**config.mk**
```make
export PLATFORM = sky130hd
export DESIGN_NAME = word_hash_bucket_index_core
export DESIGN_NICKNAME = d
export VERILOG_FILES = /design/src/rtl/whbi_pkg.sv /design/src/rtl/word_hash_bucket_index_core.sv
export SDC_FILE = /design/constraint.sdc
export NUM_CORES = 1
export LEC_CHECK = 0
export BUFFER_PORTS_ARGS = -buffer_cell sky130_fd_sc_hd__buf_2
export CORE_AREA = 2 2 273 275
export CTS_BUF_LIST = sky130_fd_sc_hd__clkbuf_16
export DETAILED_ROUTE_END_ITERATION = 12
export DIE_AREA = 0 0 275 277
export HOLD_SLACK_MARGIN = 0.06
export SYNTH_ARGS = -nofsm -noshare
export SYNTH_HDL_FRONTEND = slang
export SYNTH_SLANG_ARGS = --single-unit
```
**constraint.sdc**
```tcl
create_clock -name clock -period 8.55 [get_ports clock]
set_input_delay 0.4275 -clock clock [delete_from_list [all_inputs] [get_ports clock]]
set_output_delay 0.4275 -clock clock [all_outputs]
set_load 0.02 [all_outputs]
```
**src/rtl/whbi_pkg.sv**
```systemverilog
package whbi_pkg;

   localparam int KeyWidth   = 32;
   localparam int CountWidth = 3;
   localparam int HashWidth  = 64;
   localparam int IndexWidth = 24;
   localparam int SizeWidth  = 25;
   localparam int PrimeWidth = 12;

   localparam logic [HashWidth-1:0] HASH_SEED = 64'd5381;
   localparam logic [SizeWidth-1:0] TABLE_RESET = 25'd1024;
   localparam logic [SizeWidth-1:0] TABLE_MAX = 25'd16777216;
   localparam logic [CountWidth-1:0] FULL_COUNT = 3'd4;

   // Multipliers for the bytes of a short word, indexed by distance from the end.
   function automatic logic [PrimeWidth-1:0] tail_prime(input logic [1:0] idx);
      logic [PrimeWidth-1:0] p;
      case (idx)
         2'd0: p = 12'd2909;
         2'd1: p = 12'd3001;
         2'd2: p = 12'd3083;
         default: p = 12'd0;
      endcase
      return p;
   endfunction

endpackage

```
**src/rtl/word_hash_bucket_index_core.sv**
```systemverilog
// A word is taken only while the sequencer is idle: a full word folds in with a single step,
// a short word of r bytes with one multiply-add per tail byte, and an empty word adds nothing.
// A last word then runs a bit-serial remainder loop over all 64 bits of the sum and loads the
// result into the output register; the next word can be taken once the result is loaded, and
// later still while a stalled output holds the previous result.
// Synchronous active-high reset clears control, sets the sum to 5381 and the table to 1024.
module word_hash_bucket_index_core (
   input  logic                              clock,
   input  logic                              reset,
   input  logic                              csr_write,
   input  logic [whbi_pkg::SizeWidth-1:0]    csr_table_size,
   input  logic                              req_valid,
   output logic                              req_stall,
   input  logic [whbi_pkg::KeyWidth-1:0]     req_key_word,
   input  logic [whbi_pkg::CountWidth-1:0]   req_byte_count,
   input  logic                              req_last_word,
   output logic                              rsp_valid,
   input  logic                              rsp_stall,
   output logic [whbi_pkg::HashWidth-1:0]    rsp_hash_value,
   output logic [whbi_pkg::IndexWidth-1:0]   rsp_bucket_index
);
   import whbi_pkg::*;

   // Sequencer states.
   localparam logic [1:0] ST_IDLE   = 2'd0;
   localparam logic [1:0] ST_UPDATE = 2'd1;
   localparam logic [1:0] ST_DIVIDE = 2'd2;
   localparam logic [1:0] ST_FINISH = 2'd3;

   logic [1:0]            state_ff, state_in;
   logic [SizeWidth-1:0]  table_ff;
   logic [HashWidth-1:0]  sum_ff, sum_in;
   logic [KeyWidth-1:0]   word_ff, word_in;
   logic [CountWidth-1:0] cnt_ff, cnt_in;
   logic                  last_ff, last_in;
   logic [HashWidth-1:0]  dvd_ff, dvd_in;
   logic [IndexWidth-1:0] rem_ff, rem_in;
   logic [5:0]            step_ff, step_in;
   logic                  rsp_valid_ff, rsp_valid_in;
   logic [HashWidth-1:0]  rsp_hash_ff, rsp_hash_in;
   logic [IndexWidth-1:0] rsp_index_ff, rsp_index_in;

   logic                  req_take;
   logic [CountWidth-1:0] count_clamp;
   logic [SizeWidth-1:0]  divisor;
   logic [SizeWidth-1:0]  trial;
   logic [SizeWidth-1:0]  trial_sub;
   logic signed [20:0]    tail_prod;
   logic [HashWidth-1:0]  tail_ext;
   logic [1:0]            prime_idx;
   logic                  out_free;

   assign req_stall = (state_ff != ST_IDLE);
   assign req_take  = req_valid && !req_stall;
   assign out_free  = !rsp_valid_ff || !rsp_stall;

   // Byte counts above four are treated as a full word.
   assign count_clamp = (req_byte_count > FULL_COUNT) ? FULL_COUNT : req_byte_count;

   // A table size of zero acts as one; sizes above the maximum are clipped.
   always_comb begin
      if (table_ff == '0) begin
         divisor = {{(SizeWidth-1){1'b0}}, 1'b1};
      end else if (table_ff > TABLE_MAX) begin
         divisor = TABLE_MAX;
      end else begin
         divisor = table_ff;
      end
   end

   // The single multiply-add handles one tail byte per cycle. The count register
   // counts down, so it also gives the distance of the current byte from the end.
   assign prime_idx = 2'(cnt_ff - 3'd1);
   assign tail_prod = $signed(word_ff[7:0]) * $signed({1'b0, tail_prime(prime_idx)});
   assign tail_ext  = {{(HashWidth-21){tail_prod[20]}}, tail_prod};

   // One restoring step of the remainder: shift in the next dividend bit and
   // subtract the divisor when it fits. The remainder stays below 2^24.
   assign trial     = {rem_ff, dvd_ff[HashWidth-1]};
   assign trial_sub = trial - divisor;

   always_comb begin
      state_in     = state_ff;
      sum_in       = sum_ff;
      word_in      = word_ff;
      cnt_in       = cnt_ff;
      last_in      = last_ff;
      dvd_in       = dvd_ff;
      rem_in       = rem_ff;
      step_in      = step_ff;
      rsp_hash_in  = rsp_hash_ff;
      rsp_index_in = rsp_index_ff;
      rsp_valid_in = rsp_valid_ff && rsp_stall;

      case (state_ff)
         ST_IDLE: begin
            if (req_take) begin
               word_in  = req_key_word;
               cnt_in   = count_clamp;
               last_in  = req_last_word;
               state_in = ST_UPDATE;
            end
         end
         ST_UPDATE: begin
            // A full word folds in at once; a short word takes one byte per cycle.
            if (cnt_ff == FULL_COUNT) begin
               sum_in = (sum_ff << 5) + sum_ff + {{(HashWidth-KeyWidth){1'b0}}, word_ff};
               cnt_in = '0;
            end else if (cnt_ff != '0) begin
               sum_in  = sum_ff + tail_ext;
               word_in = word_ff >> 8;
               cnt_in  = cnt_ff - 3'd1;
            end
            if ((cnt_ff == FULL_COUNT) || (cnt_ff <= 3'd1)) begin
               if (last_ff) begin
                  dvd_in   = sum_in;
                  rem_in   = '0;
                  step_in  = '0;
                  state_in = ST_DIVIDE;
               end else begin
                  state_in = ST_IDLE;
               end
            end
         end
         ST_DIVIDE: begin
            if (trial >= divisor) begin
               rem_in = trial_sub[IndexWidth-1:0];
            end else begin
               rem_in = trial[IndexWidth-1:0];
            end
            dvd_in  = dvd_ff << 1;
            step_in = step_ff + 6'd1;
            if (step_ff == 6'd63) begin
               state_in = ST_FINISH;
            end
         end
         ST_FINISH: begin
            // Wait for the output register to free up, then start a new key.
            if (out_free) begin
               rsp_hash_in  = sum_ff;
               rsp_index_in = rem_ff;
               rsp_valid_in = 1'b1;
               sum_in       = HASH_SEED;
               state_in     = ST_IDLE;
            end
         end
         default: begin
            state_in = ST_IDLE;
         end
      endcase
   end

   always_ff @(posedge clock) begin
      if (reset) begin
         state_ff     <= ST_IDLE;
         sum_ff       <= HASH_SEED;
         table_ff     <= TABLE_RESET;
         rsp_valid_ff <= 1'b0;
         cnt_ff       <= '0;
         last_ff      <= 1'b0;
         step_ff      <= '0;
      end else begin
         state_ff     <= state_in;
         sum_ff       <= sum_in;
         rsp_valid_ff <= rsp_valid_in;
         cnt_ff       <= cnt_in;
         last_ff      <= last_in;
         step_ff      <= step_in;
         if (csr_write) begin
            table_ff <= csr_table_size;
         end
      end
   end

   always_ff @(posedge clock) begin
      word_ff      <= word_in;
      dvd_ff       <= dvd_in;
      rem_ff       <= rem_in;
      rsp_hash_ff  <= rsp_hash_in;
      rsp_index_ff <= rsp_index_in;
   end

   assign rsp_valid        = rsp_valid_ff;
   assign rsp_hash_value   = rsp_hash_ff;
   assign rsp_bucket_index = rsp_index_ff;

endmodule
```
Yosys cells after proc, flatten, opt, wreduce, memory -nomap -nowiden
Index checks and enable logic that the tools add are counted.
- $add $sub $neg: 6
- $mul: 1
- magnitude comparators: 4
- equal/unequal tests: 15
- mux-type cells: 34
- reduce and logical (&&, ||, !) cells: 22
- operators by type and width (cell ; number):
    $mux W64 ; 5
    $pmux W64 S2 ; 2
    $add A64 B64 Y64 ; 2
    $mux W32 ; 3
    $mux W24 ; 3
    $add A64 B32 Y64 ; 1
    $pmux W32 S2 ; 1
    $mux W25 ; 2
    $pmux W24 S2 ; 1
    $pmux W12 S3 ; 1
    $ge A25 B25 Y1 ; 1
    $gt A25 B25 Y1 const B ; 1
    $logic_not A25 Y1 ; 1
    $sub A24 B24 Y24 ; 1
    $mul A8 B13 Y21 ; 1
    $ne A2 B2 Y1 const B ; 7
    $mux W3 ; 4
    $mux W6 ; 2
    $pmux W6 S2 ; 1
    $mux W2 ; 5
    $pmux W2 S4 ; 1
    $reduce_and A4 Y1 ; 2
    $reduce_bool A2 Y1 ; 4
    $add A6 B1 Y6 const B ; 1
    other kinds (17) ; 29
- bits in registers: 310
- input bits: 66
- word-level logic and storage cells: 94

Longest topological paths before layout
- depth in word-level cells: 10
- depth in mapped cells: 34
- mapped depth without buffers: 34

Worst setup path after synthesis
No wires, ideal clock.
- path kind: register -> register
- from: reg cnt_ff[0]
- to: reg dvd_ff[48], data pin
- setup time: 260 ps
- arrival: 8023 ps
- path slack: 267 ps
- stages on the path, launching flop included: 29
- buffers on the path: 1
- cells stage by stage: dfxtp_1 -> inv_1 -> ha_1 -> clkbuf_1 -> nand2b_1 -> inv_1 -> fa_1 -> fa_1 -> fa_1 -> inv_1 -> fa_1 -> inv_1 -> ha_1 -> or4_1 -> o311ai_2 -> a211oi_1 -> o32ai_2 -> inv_1 -> ha_1 -> a21o_1 -> o21bai_1 -> or3_4 -> a2111oi_4 -> o211ai_2 -> a31oi_1 -> o21ai_0 -> xnor2_1 -> o211ai_1 -> mux2_2
- longest elaborated chain between the ends: 10
- elaborated cells between the ends (all ways): 14
- RTL lines (what ; RTL line ; RTL):
    from (decl) ; word_hash_bucket_index_core.sv:34 ; logic [CountWidth-1:0] cnt_ff, cnt_in;
    from (signal assigned) ; word_hash_bucket_index_core.sv:166 ; cnt_ff <= cnt_in;
    $sub A3 B1 Y3 ; - ;
    $eq A2 B2 Y1 (tied with other cells) ; whbi_pkg.sv:18 ; case (idx)
    $pmux W12 S3 ; whbi_pkg.sv:18 ;
    $mul A8 B13 Y21 ; word_hash_bucket_index_core.sv:74 ; assign tail_prod = $signed(word_ff[7:0]) * $signed({1'b0, tail_prime(prime_idx)});
    $add A64 B64 Y64 ; word_hash_bucket_index_core.sv:110 ; sum_in = sum_ff + tail_ext;
    $mux W64 ; word_hash_bucket_index_core.sv:109 ; end else if (cnt_ff != '0) begin
    $mux W64 * ; word_hash_bucket_index_core.sv:106 ; if (cnt_ff == FULL_COUNT) begin
    $mux W64 * ; word_hash_bucket_index_core.sv:115 ; if (last_ff) begin
    $mux W64 * ; word_hash_bucket_index_core.sv:114 ; if ((cnt_ff == FULL_COUNT) || (cnt_ff <= 3'd1)) begin
    $pmux W64 S2 * ; word_hash_bucket_index_core.sv:95 ; case (state_ff)
    via dvd_in[48] ; word_hash_bucket_index_core.sv:36 ; logic [HashWidth-1:0] dvd_ff, dvd_in;
    to (signal assigned) ; word_hash_bucket_index_core.sv:177 ; dvd_ff <= dvd_in;
    to (decl) ; word_hash_bucket_index_core.sv:36 ;
Mark *: on every way through the listed nets, which the timed path passes. The rest lies on a longest branch. The select of a mux whose other input is x is not followed.
A chain may end at the register's enable or synchronous reset.

Final worst setup path
- from: reg cnt_ff[0]
- to: reg sum_ff[56]
- longest elaborated chain between the ends: 8
- elaborated cells between the ends (all ways): 12
- RTL lines (what ; RTL line ; RTL):
    $sub A3 B1 Y3 ; - ;
    $eq A2 B2 Y1 (tied with other cells) ; whbi_pkg.sv:18 ;
    $pmux W12 S3 ; whbi_pkg.sv:18 ;
    $mul A8 B13 Y21 ; word_hash_bucket_index_core.sv:74 ;
    $add A64 B64 Y64 ; word_hash_bucket_index_core.sv:110 ;
    $mux W64 ; word_hash_bucket_index_core.sv:109 ;
    $mux W64 * ; word_hash_bucket_index_core.sv:106 ;
    $pmux W64 S2 * ; word_hash_bucket_index_core.sv:95 ;
    to (signal assigned) ; word_hash_bucket_index_core.sv:164 ; sum_ff <= sum_in;
    to (decl) ; word_hash_bucket_index_core.sv:32 ; logic [HashWidth-1:0] sum_ff, sum_in;
Mark *: on every way between the ends. The rest lies on a longest branch, timed or not.

==> metrics.txt <==
outcome finished clean; number of cells after detailed placement 3,968; IO buf count 155; # diodes 0; fmax 122 MHz; reg-to-reg startpoint cnt_ff[0]$_SDFFE_PP0P_; Register-to-Register Path Depth 29; Yosys Warn Count 0; Synth Area in Adders 0.185; Crit Path Class flip-flop to flip-flop; maxcap violations 0; Final Hold Vio Count 0; period utilization 0.957; row count 100; Setup crit start cnt_ff[0]$_SDFFE_PP0P_; Area Overhead vs Synth 13.3%; Largest stage delay, worst path 0.57 ns; crit start category flip-flop; final worst-path setup slack 0.367 ns; CTS Buffer Depth 3; Clock Skew 0.0371 ns; post-placement worst setup slack 0.212 ns; htree depth 2; worst min-delay path class input port to flip-flop; Die Area 76,200 µm²; largest family of logic cells by synthesized area compound AO/OA/AOI/OAI gates; leak pwr 0.0130 µW; asr flop ratio synth 0; non-filler cells, final 4,049; core area 73,600 µm²; share of cells above drive strength 1 0.121; first-pass GRT wire length 129 mm; DR vias 22,500; Synth Area in Compound Gates 0.207; final worst path period need 8.18 ns; CP Buf/Inv Count 7; worst-path maximum fanout 46; Synth Net Count 3,324; gr ovfl total 0; final net count 3,451; largest net degree at the start of global routing 66; Slew headroom 0.129; Clock transition at path regs 0.06 ns; slowest CP cell or4_1; CP Capture Type flip-flop; Detailed Route WL 82.5 mm; Post-Synthesis Cell Area 26,100 µm²; vias per std cell 5.57; Starting Density 0.355; overall power 9370 µW; Post-Synth XOR/XNOR Area 0.0412; starting DRC count in detailed routing 1,961; Die Span Y 277 µm; DRT Pass-1 Iters 5; Post-Synth Simple-Gate Area 0.166; Reg2Reg Setup Slack 0.37 ns; Final Wtd Congestion 0.926; Post-DRT Antenna Nets 0; Hold Crit Depth 2; Crit. path cell count 29; Worst Path Arrival 8.69 ns; Die W 275 µm; Worst Hold Slack 0.0894 ns; DP HPWL 62.4 mm; Post-synth EDFFs 208; commonest non-fill, non-tap cell in the layout nand2_1; I/O Pins 156; wire per inst 20.4 µm; # DRC 0; library cells used by synthesis 101; CTS tree built; VDD IR max 0.341 mV; final setup violation count 0; Req. time, crit path 9.05 ns; Worst Max-Slew Pin Slew 1.30 ns; most frequent CP cell inv_1; hold_sp csr_table_size[10]; synthesized flop and latch total 310; initial antenna violation count 0; worst skew pair latency 0.58 ns; synthesized instance count 2,921; clock root cell clkbuf_16; CTS Sinks 310; vias in the first global route 22,100; Inserted Clock Buffers 40; PwrDens 316 nW/µm²; GRT Total Usage 0.216; Top delay family on crit path adder cells; setup TNS 0 ns; Avg Synthesized Cell Area 8.95 µm²; Seq/Total Area, Yosys 0.317; top_reg_cell synth edfxtp_1; commonest cells after routing, fill and taps aside nand2_1, ha_1, a21oi_1; mux contribution to synthesized area 0.0385; number of max-slew violations in the final report 0
logic make-up (layout without fill, tap and decap cells):
kind of cell             count (synthesis)  count (layout)
multiplexers                            97              97
XOR/XNOR                               123             123
adder cells (fa/ha/maj)                337             337
AO/OA/AOI/OAI                          826             826
AND/OR/NAND/NOR                        924             924
buffers and inverters                  304             463
flip-flops                             310             310
synthesized netlist by cell type, types with 43 or more instances:
| library cell | instances | share of area |
|---|---|---|
| nor2_1 | 221 | 0.032 |
| nor2b_1 | 43 | 0.010 |
| fa_1 | 83 | 0.064 |
| a21o_1 | 82 | 0.024 |
| dfxtp_1 | 102 | 0.078 |
| inv_1 | 172 | 0.025 |
| ha_1 | 254 | 0.12 |
| a21oi_1 | 244 | 0.047 |
| xnor2_1 | 71 | 0.024 |
| xor2_1 | 52 | 0.017 |
| mux2i_1 | 71 | 0.027 |
| edfxtp_1 | 208 | 0.24 |
| nand2_1 | 331 | 0.048 |
| o21ai_0 | 153 | 0.029 |
| clkbuf_1 | 107 | 0.015 |
| nand3_1 | 67 | 0.013 |
state kept, by name (all words and copies together), names as in the netlist, named ones only:
| name | flops |
|---|---|
| word_ff | 32 |
| rsp_hash_value | 64 |
| table_ff | 25 |
| rsp_bucket_index | 24 |
| dvd_ff | 64 |
| last_ff | 1 |
| state_ff | 1 |
| cnt_ff | 3 |
| step_ff | 6 |
| rem_ff | 24 |
| sum_ff | 64 |
| rsp_valid | 1 |
worst paths after layout:
path,end
setup / recovery,sum_ff[56]$_SDFFE_PP0P_
setup reg to reg,sum_ff[56]$_SDFFE_PP0P_
hold / removal,table_ff[10]$_SDFFE_PP1P_
hold reg to reg,rsp_bucket_index[23]$_DFFE_PP_
metrics by stage:
| stage | area (µm²) | utilization |
|---|---|---|
| after floorplan | 26100 | - |
| after global placement | 28100 | 0.382 |
| after detailed placement | 28100 | 0.382 |
| after CTS | 29500 | 0.401 |
| after global routing | 29600 | 0.403 |
| final | 29600 | 0.403 |
cell type report:
| class | instances | area (µm²) |
|---|---|---|
| inverters | 173 | 652 |
| fillers | 7444 | 44000 |
| multi-input cells | 2307 | 16800 |
| well taps | 969 | 1210 |
| repair buffers | 216 | 1260 |
| flip-flops and latches | 310 | 8290 |
| clock buffers | 40 | 1000 |
| clock inverters | 34 | 353 |
per-layer routing:
layer / up-vias / GRT usage / routed length [µm]
li1: 10900 / - / -
met1: 10800 / 0.298 / 37500
met2: 652 / 0.355 / 38400
met3: 122 / 0.0316 / 4760
met4: 0 / 0.0503 / 1870
met5: - / 0 / 0
timing repair:
action	in CTS	in global routing
endpoints found under the setup margin	0	29
buffers inserted	0	1
hold endpoints to repair	6	0
gates resized for setup	0	21
hold buffers	6	0
power by group:
| group | internal [µW] | switching (µW) | total [µW] |
|---|---|---|---|
| sequential | 1800 | 208 | 2000 |
| clock | 997 | 729 | 1730 |
| combinational | 2200 | 3440 | 5640 |
Note: power is estimated with default switching activity, not from simulation.
